`src/rtl/sha1mh_pkg.sv`:
```
`timescale 1ns / 1ps

package sha1mh_pkg;

   localparam int unsigned QUEUE_DEPTH = 4;
   localparam int unsigned QUEUE_AW    = $clog2(QUEUE_DEPTH);
   localparam int unsigned DIGEST_WORDS = 5;
   localparam int unsigned ROUNDS      = 80;

   localparam logic ACT_APPEND = 1'b0;
   localparam logic ACT_FINISH = 1'b1;

   localparam logic [7:0] PAD_BYTE = 8'h80;

   localparam logic [31:0] K0 = 32'h5A82_7999;
   localparam logic [31:0] K1 = 32'h6ED9_EBA1;
   localparam logic [31:0] K2 = 32'h8F1B_BCDC;
   localparam logic [31:0] K3 = 32'hCA62_C1D6;

   localparam logic [31:0] INIT_WORDS [DIGEST_WORDS] = '{
      32'h6745_2301, 32'hEFCD_AB89, 32'h98BA_DCFE, 32'h1032_5476, 32'hC3D2_E1F0
   };

   typedef enum logic {
      CMD_WORD   = 1'b0,
      CMD_FINISH = 1'b1
   } cmd_kind_type;

   // One queue entry: a full message word, or the closing word of a message
   // (0x80 already placed) together with the message length in bits.
   typedef struct packed {
      cmd_kind_type kind;
      logic [31:0]  word;
      logic [63:0]  bit_len;
   } cmd_type;

   function automatic logic [31:0] round_f(input logic [6:0] rnd, input logic [31:0] b,
                                            input logic [31:0] c, input logic [31:0] d);
      logic [31:0] f;
      if (rnd < 7'd20) begin
         f = (b & c) | (~b & d);
      end else if (rnd < 7'd40) begin
         f = b ^ c ^ d;
      end else if (rnd < 7'd60) begin
         f = (b & c) | (b & d) | (c & d);
      end else begin
         f = b ^ c ^ d;
      end
      return f;
   endfunction

   function automatic logic [31:0] round_k(input logic [6:0] rnd);
      logic [31:0] k;
      if (rnd < 7'd20) begin
         k = K0;
      end else if (rnd < 7'd40) begin
         k = K1;
      end else if (rnd < 7'd60) begin
         k = K2;
      end else begin
         k = K3;
      end
      return k;
   endfunction

endpackage

```
`src/rtl/sha1mh_front.sv`:
```
`timescale 1ns / 1ps

module sha1mh_front (
   input  logic                clock,
   input  logic                reset,
   input  logic                req_valid,
   output logic                req_stall,
   input  logic                req_action,
   input  logic [7:0]          req_data_byte,
   input  logic                q_full,
   output logic                q_push,
   output sha1mh_pkg::cmd_type q_cmd
);

   logic [63:0] count_ff, count_in;
   logic [31:0] part_ff, part_in;
   logic [1:0]  lane;
   logic        accept;

   assign req_stall = q_full;
   assign accept    = req_valid & ~q_full;
   assign lane      = count_ff[1:0];

   always_comb begin
      count_in = count_ff;
      part_in  = part_ff;
      q_push   = 1'b0;
      q_cmd.kind    = sha1mh_pkg::CMD_WORD;
      q_cmd.word    = {part_ff[31:8], req_data_byte};
      q_cmd.bit_len = {count_ff[60:0], 3'b000};
      if (accept) begin
         if (req_action == sha1mh_pkg::ACT_APPEND) begin
            count_in = count_ff + 64'd1;
            // drop the byte into its lane; push once the word is complete
            part_in[(5'd24 - {lane, 3'b000}) +: 8] = req_data_byte;
            q_push = (lane == 2'd3);
         end else begin
            count_in   = '0;
            q_push     = 1'b1;
            q_cmd.kind = sha1mh_pkg::CMD_FINISH;
            unique case (lane)
               2'd0: q_cmd.word = {sha1mh_pkg::PAD_BYTE, 24'h0};
               2'd1: q_cmd.word = {part_ff[31:24], sha1mh_pkg::PAD_BYTE, 16'h0};
               2'd2: q_cmd.word = {part_ff[31:16], sha1mh_pkg::PAD_BYTE, 8'h0};
               2'd3: q_cmd.word = {part_ff[31:8], sha1mh_pkg::PAD_BYTE};
               default: q_cmd.word = '0;
            endcase
         end
      end
   end

   always_ff @(posedge clock) begin
      if (reset) begin
         count_ff <= '0;
      end else begin
         count_ff <= count_in;
      end
      part_ff <= part_in;
   end

endmodule

```
`src/rtl/sha1mh_queue.sv`:
```
`timescale 1ns / 1ps

module sha1mh_queue (
   input  logic                clock,
   input  logic                reset,
   input  logic                push,
   input  sha1mh_pkg::cmd_type push_cmd,
   input  logic                pop,
   output sha1mh_pkg::cmd_type head_cmd,
   output logic                empty,
   output logic                full
);

   localparam int unsigned AW = sha1mh_pkg::QUEUE_AW;

   sha1mh_pkg::cmd_type entry_ff [sha1mh_pkg::QUEUE_DEPTH];
   logic [AW-1:0] wr_ptr_ff, wr_ptr_in;
   logic [AW-1:0] rd_ptr_ff, rd_ptr_in;
   logic [AW:0]   fill_ff, fill_in;
   logic          do_push, do_pop;

   assign empty    = (fill_ff == '0);
   assign full     = (fill_ff == (AW+1)'(sha1mh_pkg::QUEUE_DEPTH));
   assign do_push  = push & ~full;
   assign do_pop   = pop & ~empty;
   assign head_cmd = entry_ff[rd_ptr_ff];

   always_comb begin
      wr_ptr_in = do_push ? wr_ptr_ff + 1'b1 : wr_ptr_ff;
      rd_ptr_in = do_pop  ? rd_ptr_ff + 1'b1 : rd_ptr_ff;
      fill_in   = fill_ff;
      if (do_push && !do_pop) begin
         fill_in = fill_ff + 1'b1;
      end else if (do_pop && !do_push) begin
         fill_in = fill_ff - 1'b1;
      end
   end

   always_ff @(posedge clock) begin
      if (reset) begin
         wr_ptr_ff <= '0;
         rd_ptr_ff <= '0;
         fill_ff   <= '0;
      end else begin
         wr_ptr_ff <= wr_ptr_in;
         rd_ptr_ff <= rd_ptr_in;
         fill_ff   <= fill_in;
      end
      if (do_push) begin
         entry_ff[wr_ptr_ff] <= push_cmd;
      end
   end

endmodule

```
`src/rtl/sha1mh_core.sv`:
```
`timescale 1ns / 1ps

module sha1mh_core (
   input  logic                clock,
   input  logic                reset,
   input  sha1mh_pkg::cmd_type q_head,
   input  logic                q_empty,
   output logic                q_pop,
   output logic                rsp_valid,
   input  logic                rsp_stall,
   output logic [31:0]         rsp_digest_word,
   output logic [2:0]          rsp_word_index,
   output logic                rsp_last_word
);

   typedef enum logic [4:0] {
      ST_FILL  = 5'b00001,
      ST_PAD   = 5'b00010,
      ST_ROUND = 5'b00100,
      ST_ADD   = 5'b01000,
      ST_OUT   = 5'b10000
   } state_type;

   state_type   state_ff, state_in;
   logic [3:0]  wcnt_ff, wcnt_in;
   logic [6:0]  rcnt_ff, rcnt_in;
   logic        fin_ff, fin_in;
   logic        last_ff, last_in;
   logic        lenph_ff, lenph_in;
   logic [63:0] blen_ff, blen_in;
   logic [2:0]  oidx_ff, oidx_in;
   logic [31:0] w_ff [16];
   logic [31:0] chain_ff [sha1mh_pkg::DIGEST_WORDS];
   logic [31:0] chain_in [sha1mh_pkg::DIGEST_WORDS];
   logic [31:0] a_ff, b_ff, c_ff, d_ff, e_ff;
   logic [31:0] a_in, b_in, c_in, d_in, e_in;
   logic        rsp_valid_ff, rsp_valid_in;
   logic [31:0] rsp_word_ff, rsp_word_in;
   logic [2:0]  rsp_idx_ff, rsp_idx_in;
   logic        rsp_last_ff, rsp_last_in;

   logic        shift_en;
   logic [31:0] shift_word;
   logic [31:0] sched_x, sched_word, round_sum;
   logic        start_round, out_load;

   assign sched_x    = w_ff[13] ^ w_ff[8] ^ w_ff[2] ^ w_ff[0];
   assign sched_word = {sched_x[30:0], sched_x[31]};
   assign round_sum  = {a_ff[26:0], a_ff[31:27]} + sha1mh_pkg::round_f(rcnt_ff, b_ff, c_ff, d_ff)
                     + e_ff + sha1mh_pkg::round_k(rcnt_ff) + w_ff[0];
   assign out_load   = ~rsp_valid_ff | ~rsp_stall;

   always_comb begin
      state_in    = state_ff;
      wcnt_in     = wcnt_ff;
      rcnt_in     = rcnt_ff;
      fin_in      = fin_ff;
      last_in     = last_ff;
      lenph_in    = lenph_ff;
      blen_in     = blen_ff;
      oidx_in     = oidx_ff;
      chain_in    = chain_ff;
      a_in = a_ff;
      b_in = b_ff;
      c_in = c_ff;
      d_in = d_ff;
      e_in = e_ff;
      shift_en    = 1'b0;
      shift_word  = '0;
      start_round = 1'b0;
      q_pop       = 1'b0;
      rsp_valid_in = rsp_valid_ff & rsp_stall;
      rsp_word_in  = rsp_word_ff;
      rsp_idx_in   = rsp_idx_ff;
      rsp_last_in  = rsp_last_ff;

      unique case (state_ff)
         ST_FILL: begin
            if (!q_empty) begin
               q_pop      = 1'b1;
               shift_en   = 1'b1;
               shift_word = q_head.word;
               wcnt_in    = wcnt_ff + 4'd1;
               if (q_head.kind == sha1mh_pkg::CMD_FINISH) begin
                  fin_in  = 1'b1;
                  blen_in = q_head.bit_len;
                  if (wcnt_ff == 4'd15) begin
                     start_round = 1'b1;
                  end else begin
                     state_in = ST_PAD;
                  end
               end else if (wcnt_ff == 4'd15) begin
                  start_round = 1'b1;
               end
            end
         end
         ST_PAD: begin
            shift_en = 1'b1;
            wcnt_in  = wcnt_ff + 4'd1;
            if (wcnt_ff == 4'd14) begin
               shift_word = blen_ff[63:32];
               lenph_in   = 1'b1;
            end else if (wcnt_ff == 4'd15) begin
               // either the low length word closes the final block, or the
               // 0x80 spilled past the length slot and an extra block runs
               shift_word  = lenph_ff ? blen_ff[31:0] : 32'h0;
               last_in     = lenph_ff;
               start_round = 1'b1;
            end
         end
         ST_ROUND: begin
            shift_en   = 1'b1;
            shift_word = sched_word;
            a_in = round_sum;
            b_in = a_ff;
            c_in = {b_ff[1:0], b_ff[31:2]};
            d_in = c_ff;
            e_in = d_ff;
            rcnt_in = rcnt_ff + 7'd1;
            if (rcnt_ff == 7'(sha1mh_pkg::ROUNDS - 1)) begin
               state_in = ST_ADD;
            end
         end
         ST_ADD: begin
            chain_in[0] = chain_ff[0] + a_ff;
            chain_in[1] = chain_ff[1] + b_ff;
            chain_in[2] = chain_ff[2] + c_ff;
            chain_in[3] = chain_ff[3] + d_ff;
            chain_in[4] = chain_ff[4] + e_ff;
            if (fin_ff && last_ff) begin
               state_in = ST_OUT;
               oidx_in  = '0;
            end else if (fin_ff) begin
               state_in = ST_PAD;
            end else begin
               state_in = ST_FILL;
            end
         end
         ST_OUT: begin
            if (out_load) begin
               rsp_valid_in = 1'b1;
               rsp_word_in  = chain_ff[oidx_ff];
               rsp_idx_in   = oidx_ff;
               rsp_last_in  = (oidx_ff == 3'(sha1mh_pkg::DIGEST_WORDS - 1));
               oidx_in      = oidx_ff + 3'd1;
               if (oidx_ff == 3'(sha1mh_pkg::DIGEST_WORDS - 1)) begin
                  chain_in = sha1mh_pkg::INIT_WORDS;
                  fin_in   = 1'b0;
                  last_in  = 1'b0;
                  lenph_in = 1'b0;
                  state_in = ST_FILL;
               end
            end
         end
         default: state_in = ST_FILL;
      endcase

      if (start_round) begin
         state_in = ST_ROUND;
         rcnt_in  = '0;
         a_in = chain_ff[0];
         b_in = chain_ff[1];
         c_in = chain_ff[2];
         d_in = chain_ff[3];
         e_in = chain_ff[4];
      end
   end

   always_ff @(posedge clock) begin
      if (reset) begin
         state_ff     <= ST_FILL;
         wcnt_ff      <= '0;
         rcnt_ff      <= '0;
         fin_ff       <= 1'b0;
         last_ff      <= 1'b0;
         lenph_ff     <= 1'b0;
         oidx_ff      <= '0;
         chain_ff     <= sha1mh_pkg::INIT_WORDS;
         rsp_valid_ff <= 1'b0;
      end else begin
         state_ff     <= state_in;
         wcnt_ff      <= wcnt_in;
         rcnt_ff      <= rcnt_in;
         fin_ff       <= fin_in;
         last_ff      <= last_in;
         lenph_ff     <= lenph_in;
         oidx_ff      <= oidx_in;
         chain_ff     <= chain_in;
         rsp_valid_ff <= rsp_valid_in;
      end
      blen_ff     <= blen_in;
      a_ff        <= a_in;
      b_ff        <= b_in;
      c_ff        <= c_in;
      d_ff        <= d_in;
      e_ff        <= e_in;
      rsp_word_ff <= rsp_word_in;
      rsp_idx_ff  <= rsp_idx_in;
      rsp_last_ff <= rsp_last_in;
      // rolling schedule window: oldest word at the bottom, new word enters on top
      if (shift_en) begin
         for (int i = 0; i < 15; i++) begin
            w_ff[i] <= w_ff[i+1];
         end
         w_ff[15] <= shift_word;
      end
   end

   assign rsp_valid       = rsp_valid_ff;
   assign rsp_digest_word = rsp_word_ff;
   assign rsp_word_index  = rsp_idx_ff;
   assign rsp_last_word   = rsp_last_ff;

endmodule

```
`src/rtl/sha1_message_hasher_top.sv`:
```
`timescale 1ns / 1ps

// SHA-1 hasher: feed a message one byte per transaction (action 0), then send
// a finish transaction (action 1); the block answers with the five 32-bit
// words of the 160-bit digest, most significant first, word_index 0..4,
// last_word set on the fifth, and is then ready for the next message with
// fresh initial values. The front end takes one byte per cycle, packs four
// bytes big-endian into a word and pushes it into a four-entry command
// queue; it only stalls when the queue is full. The back end pulls one word
// per cycle, while it is filling and the queue is not empty, into a 16-word
// rolling schedule window, then runs the 80 compression rounds one per cycle
// and adds the result into the chaining words in a separate add state. While
// a block compresses, the queue absorbs only 16 bytes of the next block
// before the front end stalls, so the remaining 48 bytes arrive at one per
// cycle once filling resumes; sustained throughput is set by the queue depth
// and the single round unit. A finish costs a padding phase, one or two
// compressions (two when fewer than nine byte slots remain in the last
// block), and the hand-out of the five digest words through the output
// register; the front end may already accept the next message meanwhile.

module sha1_message_hasher_top (
   input  logic        clock,
   input  logic        reset,
   input  logic        req_valid,
   output logic        req_stall,
   input  logic        req_action,
   input  logic [7:0]  req_data_byte,
   output logic        rsp_valid,
   input  logic        rsp_stall,
   output logic [31:0] rsp_digest_word,
   output logic [2:0]  rsp_word_index,
   output logic        rsp_last_word
);

   sha1mh_pkg::cmd_type push_cmd;
   sha1mh_pkg::cmd_type head_cmd;
   logic                q_push;
   logic                q_pop;
   logic                q_full;
   logic                q_empty;

   // accept bytes, assemble words, classify finish
   sha1mh_front u_front (
      .clock         (clock),
      .reset         (reset),
      .req_valid     (req_valid),
      .req_stall     (req_stall),
      .req_action    (req_action),
      .req_data_byte (req_data_byte),
      .q_full        (q_full),
      .q_push        (q_push),
      .q_cmd         (push_cmd)
   );

   // decouple front and back so each can stall on its own
   sha1mh_queue u_queue (
      .clock    (clock),
      .reset    (reset),
      .push     (q_push),
      .push_cmd (push_cmd),
      .pop      (q_pop),
      .head_cmd (head_cmd),
      .empty    (q_empty),
      .full     (q_full)
   );

   // schedule, rounds, padding and digest output
   sha1mh_core u_core (
      .clock           (clock),
      .reset           (reset),
      .q_head          (head_cmd),
      .q_empty         (q_empty),
      .q_pop           (q_pop),
      .rsp_valid       (rsp_valid),
      .rsp_stall       (rsp_stall),
      .rsp_digest_word (rsp_digest_word),
      .rsp_word_index  (rsp_word_index),
      .rsp_last_word   (rsp_last_word)
   );

endmodule

```
`config.mk`:
```
export PLATFORM = sky130hd
export DESIGN_NAME = sha1_message_hasher_top
export DESIGN_NICKNAME = d
export VERILOG_FILES = /design/src/rtl/sha1mh_pkg.sv /design/src/rtl/sha1mh_front.sv /design/src/rtl/sha1mh_queue.sv /design/src/rtl/sha1mh_core.sv /design/src/rtl/sha1_message_hasher_top.sv
export SDC_FILE = /design/constraint.sdc
export NUM_CORES = 2
export LEC_CHECK = 0
export BUFFER_PORTS_ARGS = -buffer_cell sky130_fd_sc_hd__buf_2
export CORE_MARGIN = 2
export CORE_UTILIZATION = 48
export CTS_BUF_LIST = sky130_fd_sc_hd__clkbuf_8
export DETAILED_ROUTE_END_ITERATION = 8
export PLACE_DENSITY_LB_ADDON = 0.05
export SETUP_SLACK_MARGIN = 0.4
export SLEW_MARGIN = 20
export SYNTH_ARGS = -nofsm -noshare
export SYNTH_HDL_FRONTEND = slang
export SYNTH_HIERARCHICAL = 1
export SYNTH_SLANG_ARGS = --single-unit
```
`constraint.sdc`:
```
create_clock -name clock -period 17.7 [get_ports clock]
set_input_delay 3.54 -clock clock [delete_from_list [all_inputs] [get_ports clock]]
set_output_delay 3.54 -clock clock [all_outputs]
set_load 0.01 [all_outputs]
```
* Word level (Yosys, flattened, before mapping)
Memories as Yosys holds them, arrays and structs flattened. A register that Yosys moved wholly into a read port is not among the register bits. Index checks and enable logic that the tools add are counted.
Word-level totals: bits in writable memories 888, bits in registers 546, output and inout bits 38, memories kept 2, logic and storage cells 212, input bits 13
Memory list:
- u_core.w_ff | words 16, bits a word 32, read ports 16, clocked after memory_dff 0, write ports 16, line sha1mh_core.sv:32 | logic [31:0] w_ff [16];
- u_queue.entry_ff | words 4, bits a word 94, read ports 1, clocked after memory_dff 1, write ports 1, line sha1mh_queue.sv:16 | sha1mh_pkg::cmd_type entry_ff [sha1mh_pkg::QUEUE_DEPTH];
Cells by class: shift operators 2, magnitude comparators 4, mux-type cells 76, equality and inequality tests 30, add/sub/neg operators 19, reductions and logical operators 26, bitwise operators 25
Operator list (count):
- 32-bit 2-to-1 mux | 21
- 160-bit 2-to-1 mux | 2
- 160-bit one-hot mux with 2 select lines | 1
- 32-bit adder | 9
- 32-bit XOR | 5
- 32-bit bitwise AND | 4
- 32-bit one-hot mux with 4 select lines | 1
- 32-bit binary-select mux with 3-bit select | 1
- 32-bit OR | 3
- 32-bit one-hot mux with 3 select lines | 1
- 33-bit 2-to-1 mux | 2
- 64-bit by 1-bit adder with 64-bit output (second input constant) | 1
- 64-bit 2-to-1 mux | 1
- 5-bit 2-to-1 mux | 7
- 32-bit bitwise mux | 1
- 32-bit NOT | 1
- 8-bit by 7-bit variable shift with 32-bit output (first input constant) | 1
- 8-bit by 7-bit indexed part select with 32-bit output | 1
- 31-bit 2-to-1 mux | 1
- 5-bit one-hot mux with 5 select lines | 1
- 1-bit 2-to-1 mux | 20
- 3-bit 2-to-1 mux | 5
- 7-bit by 6-bit < comparator with 1-bit output (second input constant) | 2
- 2-bit by 1-bit != test with 1-bit output (second input constant) | 7
- 43 further kinds | 83

* Depth between registers and ports, before layout
depth in word-level cells 12, depth in mapped cells 25, gate-level depth less buffers 24

* Hierarchy
The synthesis kept the hierarchy.
Modules (own cells, without submodules):
- sha1mh_core | area each 46671.0 um^2, sequential area each 26845.7 um^2, times used 1, cells each 3929
- sha1mh_queue | area each 14457.6 um^2, sequential area each 11831.3 um^2, times used 1, cells each 555
- sha1mh_front | area each 4169.0 um^2, sequential area each 1941.9 um^2, times used 1, cells each 458

* Worst setup path after synthesis
No wires, ideal clock.
kind reg-to-reg, from reg u_core.state_ff[3], to mem u_core.w_ff[0][0], enable pin, path buffers 0, data required time 16.729 ns, slack 3.502 ns, period minus slack after synthesis 14.198 ns, library setup time 0.971 ns, arrival time 13.227 ns, stages on the path, launching flop included 5, cells stage by stage dfxtp_1 -> nor3_1 -> nand3b_1 -> o21ai_1 -> nand2b_1
RTL lines:
- start: declaration | line sha1mh_core.sv:24 | state_type state_ff, state_in;
- start signal: assignment | line sha1mh_core.sv:181 | state_ff <= state_in;
- end: declaration | line sha1mh_core.sv:32

* Final worst setup path
from reg u_core.rcnt_ff[4], to reg u_core.a_ff[31], data pin
Between the ends: cells in the longest elaborated chain, start to end 10, elaborated cells between the ends (all ways) 15, those cells by class add/sub (4); order compare (3); mux (8)
RTL lines:
- start: declaration | line sha1mh_core.sv:26 | logic [6:0] rcnt_ff, rcnt_in;
- start signal: assignment | line sha1mh_core.sv:183 | rcnt_ff <= rcnt_in;
- 7-bit by 6-bit < comparator with 1-bit output | line sha1mh_pkg.sv:44, sha1mh_pkg.sv:58
- 32-bit 2-to-1 mux | line sha1mh_pkg.sv:44 | end else if (rnd < 7'd60) begin
- 32-bit 2-to-1 mux | line sha1mh_pkg.sv:42 | end else if (rnd < 7'd40) begin
- 32-bit 2-to-1 mux | line sha1mh_pkg.sv:40 | if (rnd < 7'd20) begin
- 32-bit adder | line sha1mh_core.sv:49 | assign round_sum = {a_ff[26:0], a_ff[31:27]} + sha1mh_pkg::round_f(rcnt_ff, b_ff, c_ff, d_ff)
- 32-bit adder | line sha1mh_core.sv:50 | + e_ff + sha1mh_pkg::round_k(rcnt_ff) + w_ff[0];
- 32-bit adder * (2 in series) | line sha1mh_core.sv:50
- 32-bit 2-to-1 mux * | line sha1mh_core.sv:77 | unique case (state_ff)
- 32-bit 2-to-1 mux * | line sha1mh_core.sv:158 | if (start_round) begin
- net u_core.a_in[31] | line sha1mh_core.sv:36 | logic [31:0] a_in, b_in, c_in, d_in, e_in;
- end signal: assignment | line sha1mh_core.sv:192 | a_ff <= a_in;
- end: declaration | line sha1mh_core.sv:35 | logic [31:0] a_ff, b_ff, c_ff, d_ff, e_ff;
The timed path passes the listed nets; every way through them passes the cells marked *. The select of a mux whose other input is x is not followed. A chain may end at the register's enable or synchronous reset.

==> metrics.txt <==
status=complete, no violations; Slew HR=23.3%; hold-fix buffers at CTS=0; Final period util=46.1%; layout cells sized above 1=11.2%; largest net degree at the start of global routing=214; DRT Pass-1 Iters=5; initial antenna violation count=5; total clock sinks=1437; Synth top cells by count=1184 x edfxtp_1, 603 x nand2_1, 308 x inv_1; DP Worst Slack=9.40 ns; Worst R2R Start=u_core/rcnt_ff[4]; die area=139000 sq um; final setup margin=9.54 ns; Avg Inst Size Synth=13.2 sq um; Seq/Total Area, Yosys=62.2%; CTS max path bufs=3; clk root buf=clkbuf_8; Worst-Margin Slew=1.14 ns; P per Cell Area=140 nW/um^2; core area=135000 sq um; Starting Density=48.3%; Remaining DRCs=0; vias in the first global route=39600; hold crit path type=reg2reg; CTS buffer count=234; Most used DFF post-synth=edfxtp_1; dpl cells=6649; chip width=373 um; row count=135; GP Congestion=0.954; HP Start=u_core/w_ff[0][241]; Filler cells=11600; top-level I/O count=51; post-synth top area share=54.4%; post-route ant nets=0; static leakage=0.0271 uW; Post-synth ARST share=0%; clock input transition at the sequential cells of the worst setup and hold paths=0.06 ns; Top delay family on crit path=compound AO/OA/AOI/OAI gates; # setup viols final=0; area of the multi-input gates=22900 sq um; Worst Path Max Fanout=18; max-cap violation count=0; slowest CP cell=clkinv_1; Distinct cells, synth=86; Routed WL per cell=22.6 um; vias=39300; Resize count post-CTS=0; FF+latch area=40600 sq um; area grow syn2layout=10.8%; min cycle time layout=8.16 ns; hold slack=0.390 ns; CP Launch Type=flip-flop; critical path capture point type=flip-flop; hold path cells=0; chip height=373 um; worst stage delay on the critical path=0.86 ns; fin. max-slew vios=0; number of flops mapped to enable cells by yosys=1184; ranking of synthesized cells by area=edfxtp_1 54%, dfxtp_1 7.8%, mux4_2 4.4%; RSZ-0062 raised after global routing=false; count leader, synth=edfxtp_1; CTS tree=built; hpwl dp=106000 um; Vias/cell=5.54; Final Util=53.5%; Final TNS setup=0 ns; Achievable Freq=123 MHz; drt total wl=161000 um; hold path endpoint=u_core/w_ff[0][209]; number of buffers added on ports=50; Final nets=5454; DRT iter0 DRCs=2730; Most common cell on crit path=fa_1; total setup buffers inserted after CTS=0; Syn Inst Count=4942; Yosys reg bits=1437; area leader, netlist=edfxtp_1; final hold viol count=0; YS warnings=6; setup clock skew after layout=0.0673 ns; peak supply drop=0.000213 V; crit path kind=reg2reg; WP buf/inv=5; clk_lat worst skew=0.97 ns; Reg2Reg Depth=25; Req. time, crit path=18.32 ns; first-pass GRT wire length=244000 um; GRT Resource Usage Total=23.2%; r2r setup slk=9.54 ns; total congestion overflow=0; H-tree depth=4; Worst Path Arrival=8.78 ns; Crit Reg-Reg Endpoint=u_core/a_ff[31]; Layout Cells excl Fill=7096; Post-Syn Area=65300 sq um
[layout by cell type (no fill, tap or decap), drive strengths merged, types with 24 or more instances in the layout]
| cell type | n |
|---|---|
| clkinv | 56 |
| o211ai | 24 |
| dfxtp | 253 |
| ha | 209 |
| a21o | 93 |
| inv | 424 |
| fa | 126 |
| and2 | 60 |
| nand2b | 27 |
| xnor2 | 192 |
| mux4 | 129 |
| a221o | 38 |
| or3 | 30 |
| nand2 | 603 |
| nor2b | 36 |
| nor3 | 68 |
| o21ai | 292 |
| nor2 | 277 |
| nand3 | 74 |
| clkbuf | 260 |
| edfxtp | 1184 |
| xor2 | 103 |
| a31oi | 32 |
| nand4 | 49 |
| o21a | 26 |
| mux2i | 32 |
| and3 | 30 |
| buf | 99 |
| a21oi | 225 |
[per-layer routing]
layer | up-vias | part of all wire, % | global-route usage [%]
li1 | 18500 | - | -
met1 | 19500 | 45 | 32.1
met2 | 1063 | 47 | 37.0
met3 | 290 | 4.9 | 3.43
met4 | 4 | 3.3 | 8.97
met5 | - | 0.016 | 0
[layout make-up]
type / count / area share [%]
Antenna cell: 4 / 0.0138
Inverter: 310 / 1.61
Multi-Input combinational cell: 3024 / 31.6
Clock inverter: 181 / 1.65
Tap cell: 1781 / 3.08
Timing Repair Buffer: 99 / 0.972
Clock buffer: 260 / 4.95
Sequential cell: 1437 / 56.1
[cells by family after synthesis]
family                     share of synthesized area (%)
buffers and inverters                               2.93
muxes                                               4.97
xor gates and xnor gates                            3.96
DFF                                                 62.2
AOI/OAI and AO/OA                                   8.89
adders and majority gates                           7.87
other                                            0.00574
and+or+nand+nor                                     9.17
[how the worst max path moves through the flow]
| stage | startpoint | to | slack (ns) | cells past startpoint |
|---|---|---|---|---|
| 2_1_floorplan | u_core/state_ff[3] | u_core/w_ff[0][0] | 3.50 | 4 |
| 3_3_place_gp | u_core/rcnt_ff[4] | u_core/a_ff[31] | 9.46 | 25 |
| 4_1_cts | u_core/rcnt_ff[4] | u_core/a_ff[31] | 9.37 | 25 |
| 6_report | u_core/rcnt_ff[4] | u_core/a_ff[31] | 9.54 | 25 |
| 3_5_place_dp | u_core/rcnt_ff[4] | u_core/a_ff[31] | 9.40 | 25 |
| 5_1_grt | u_core/rcnt_ff[4] | u_core/a_ff[31] | 9.01 | 25 |
[sequential cells by signal, indices dropped and copies added (netlist names), 2 cells and up, named ones only]
| signal | flops |
|---|---|
| u_core/a_ff | 32 |
| u_front/count_ff | 61 |
| u_core/wcnt_ff | 4 |
| u_core/rsp_word_index | 3 |
| u_core/blen_ff | 64 |
| u_core/state_ff | 5 |
| u_core/c_ff | 32 |
| u_core/rcnt_ff | 7 |
| u_core/e_ff | 32 |
| u_core/oidx_ff | 3 |
| u_queue/wr_ptr_ff | 2 |
| u_queue/fill_ff | 3 |
| u_core/d_ff | 32 |
| u_queue/entry_ff | 388 |
| u_core/w_ff | 512 |
| u_queue/rd_ptr_ff | 2 |
| u_core/chain_ff | 160 |
| u_core/rsp_digest_word | 32 |
| u_core/b_ff | 32 |
| u_front/part_ff | 24 |
[metrics by stage]
stage          total power [uW]  instance area, sq um
2_1_floorplan              6640                 65300
3_3_place_gp               7290                 67500
3_5_place_dp               7320                 67500
4_1_cts                   10200                 72300
5_1_grt                   10600                 72400
6_report                  10100                 72400
[report_power, final]
group          switching, uW  internal [uW]
clock network           1380           1500
logic                   1280            676
registers                304           4970
total                   2960           7150
Power figures use the tool's default switching activity.
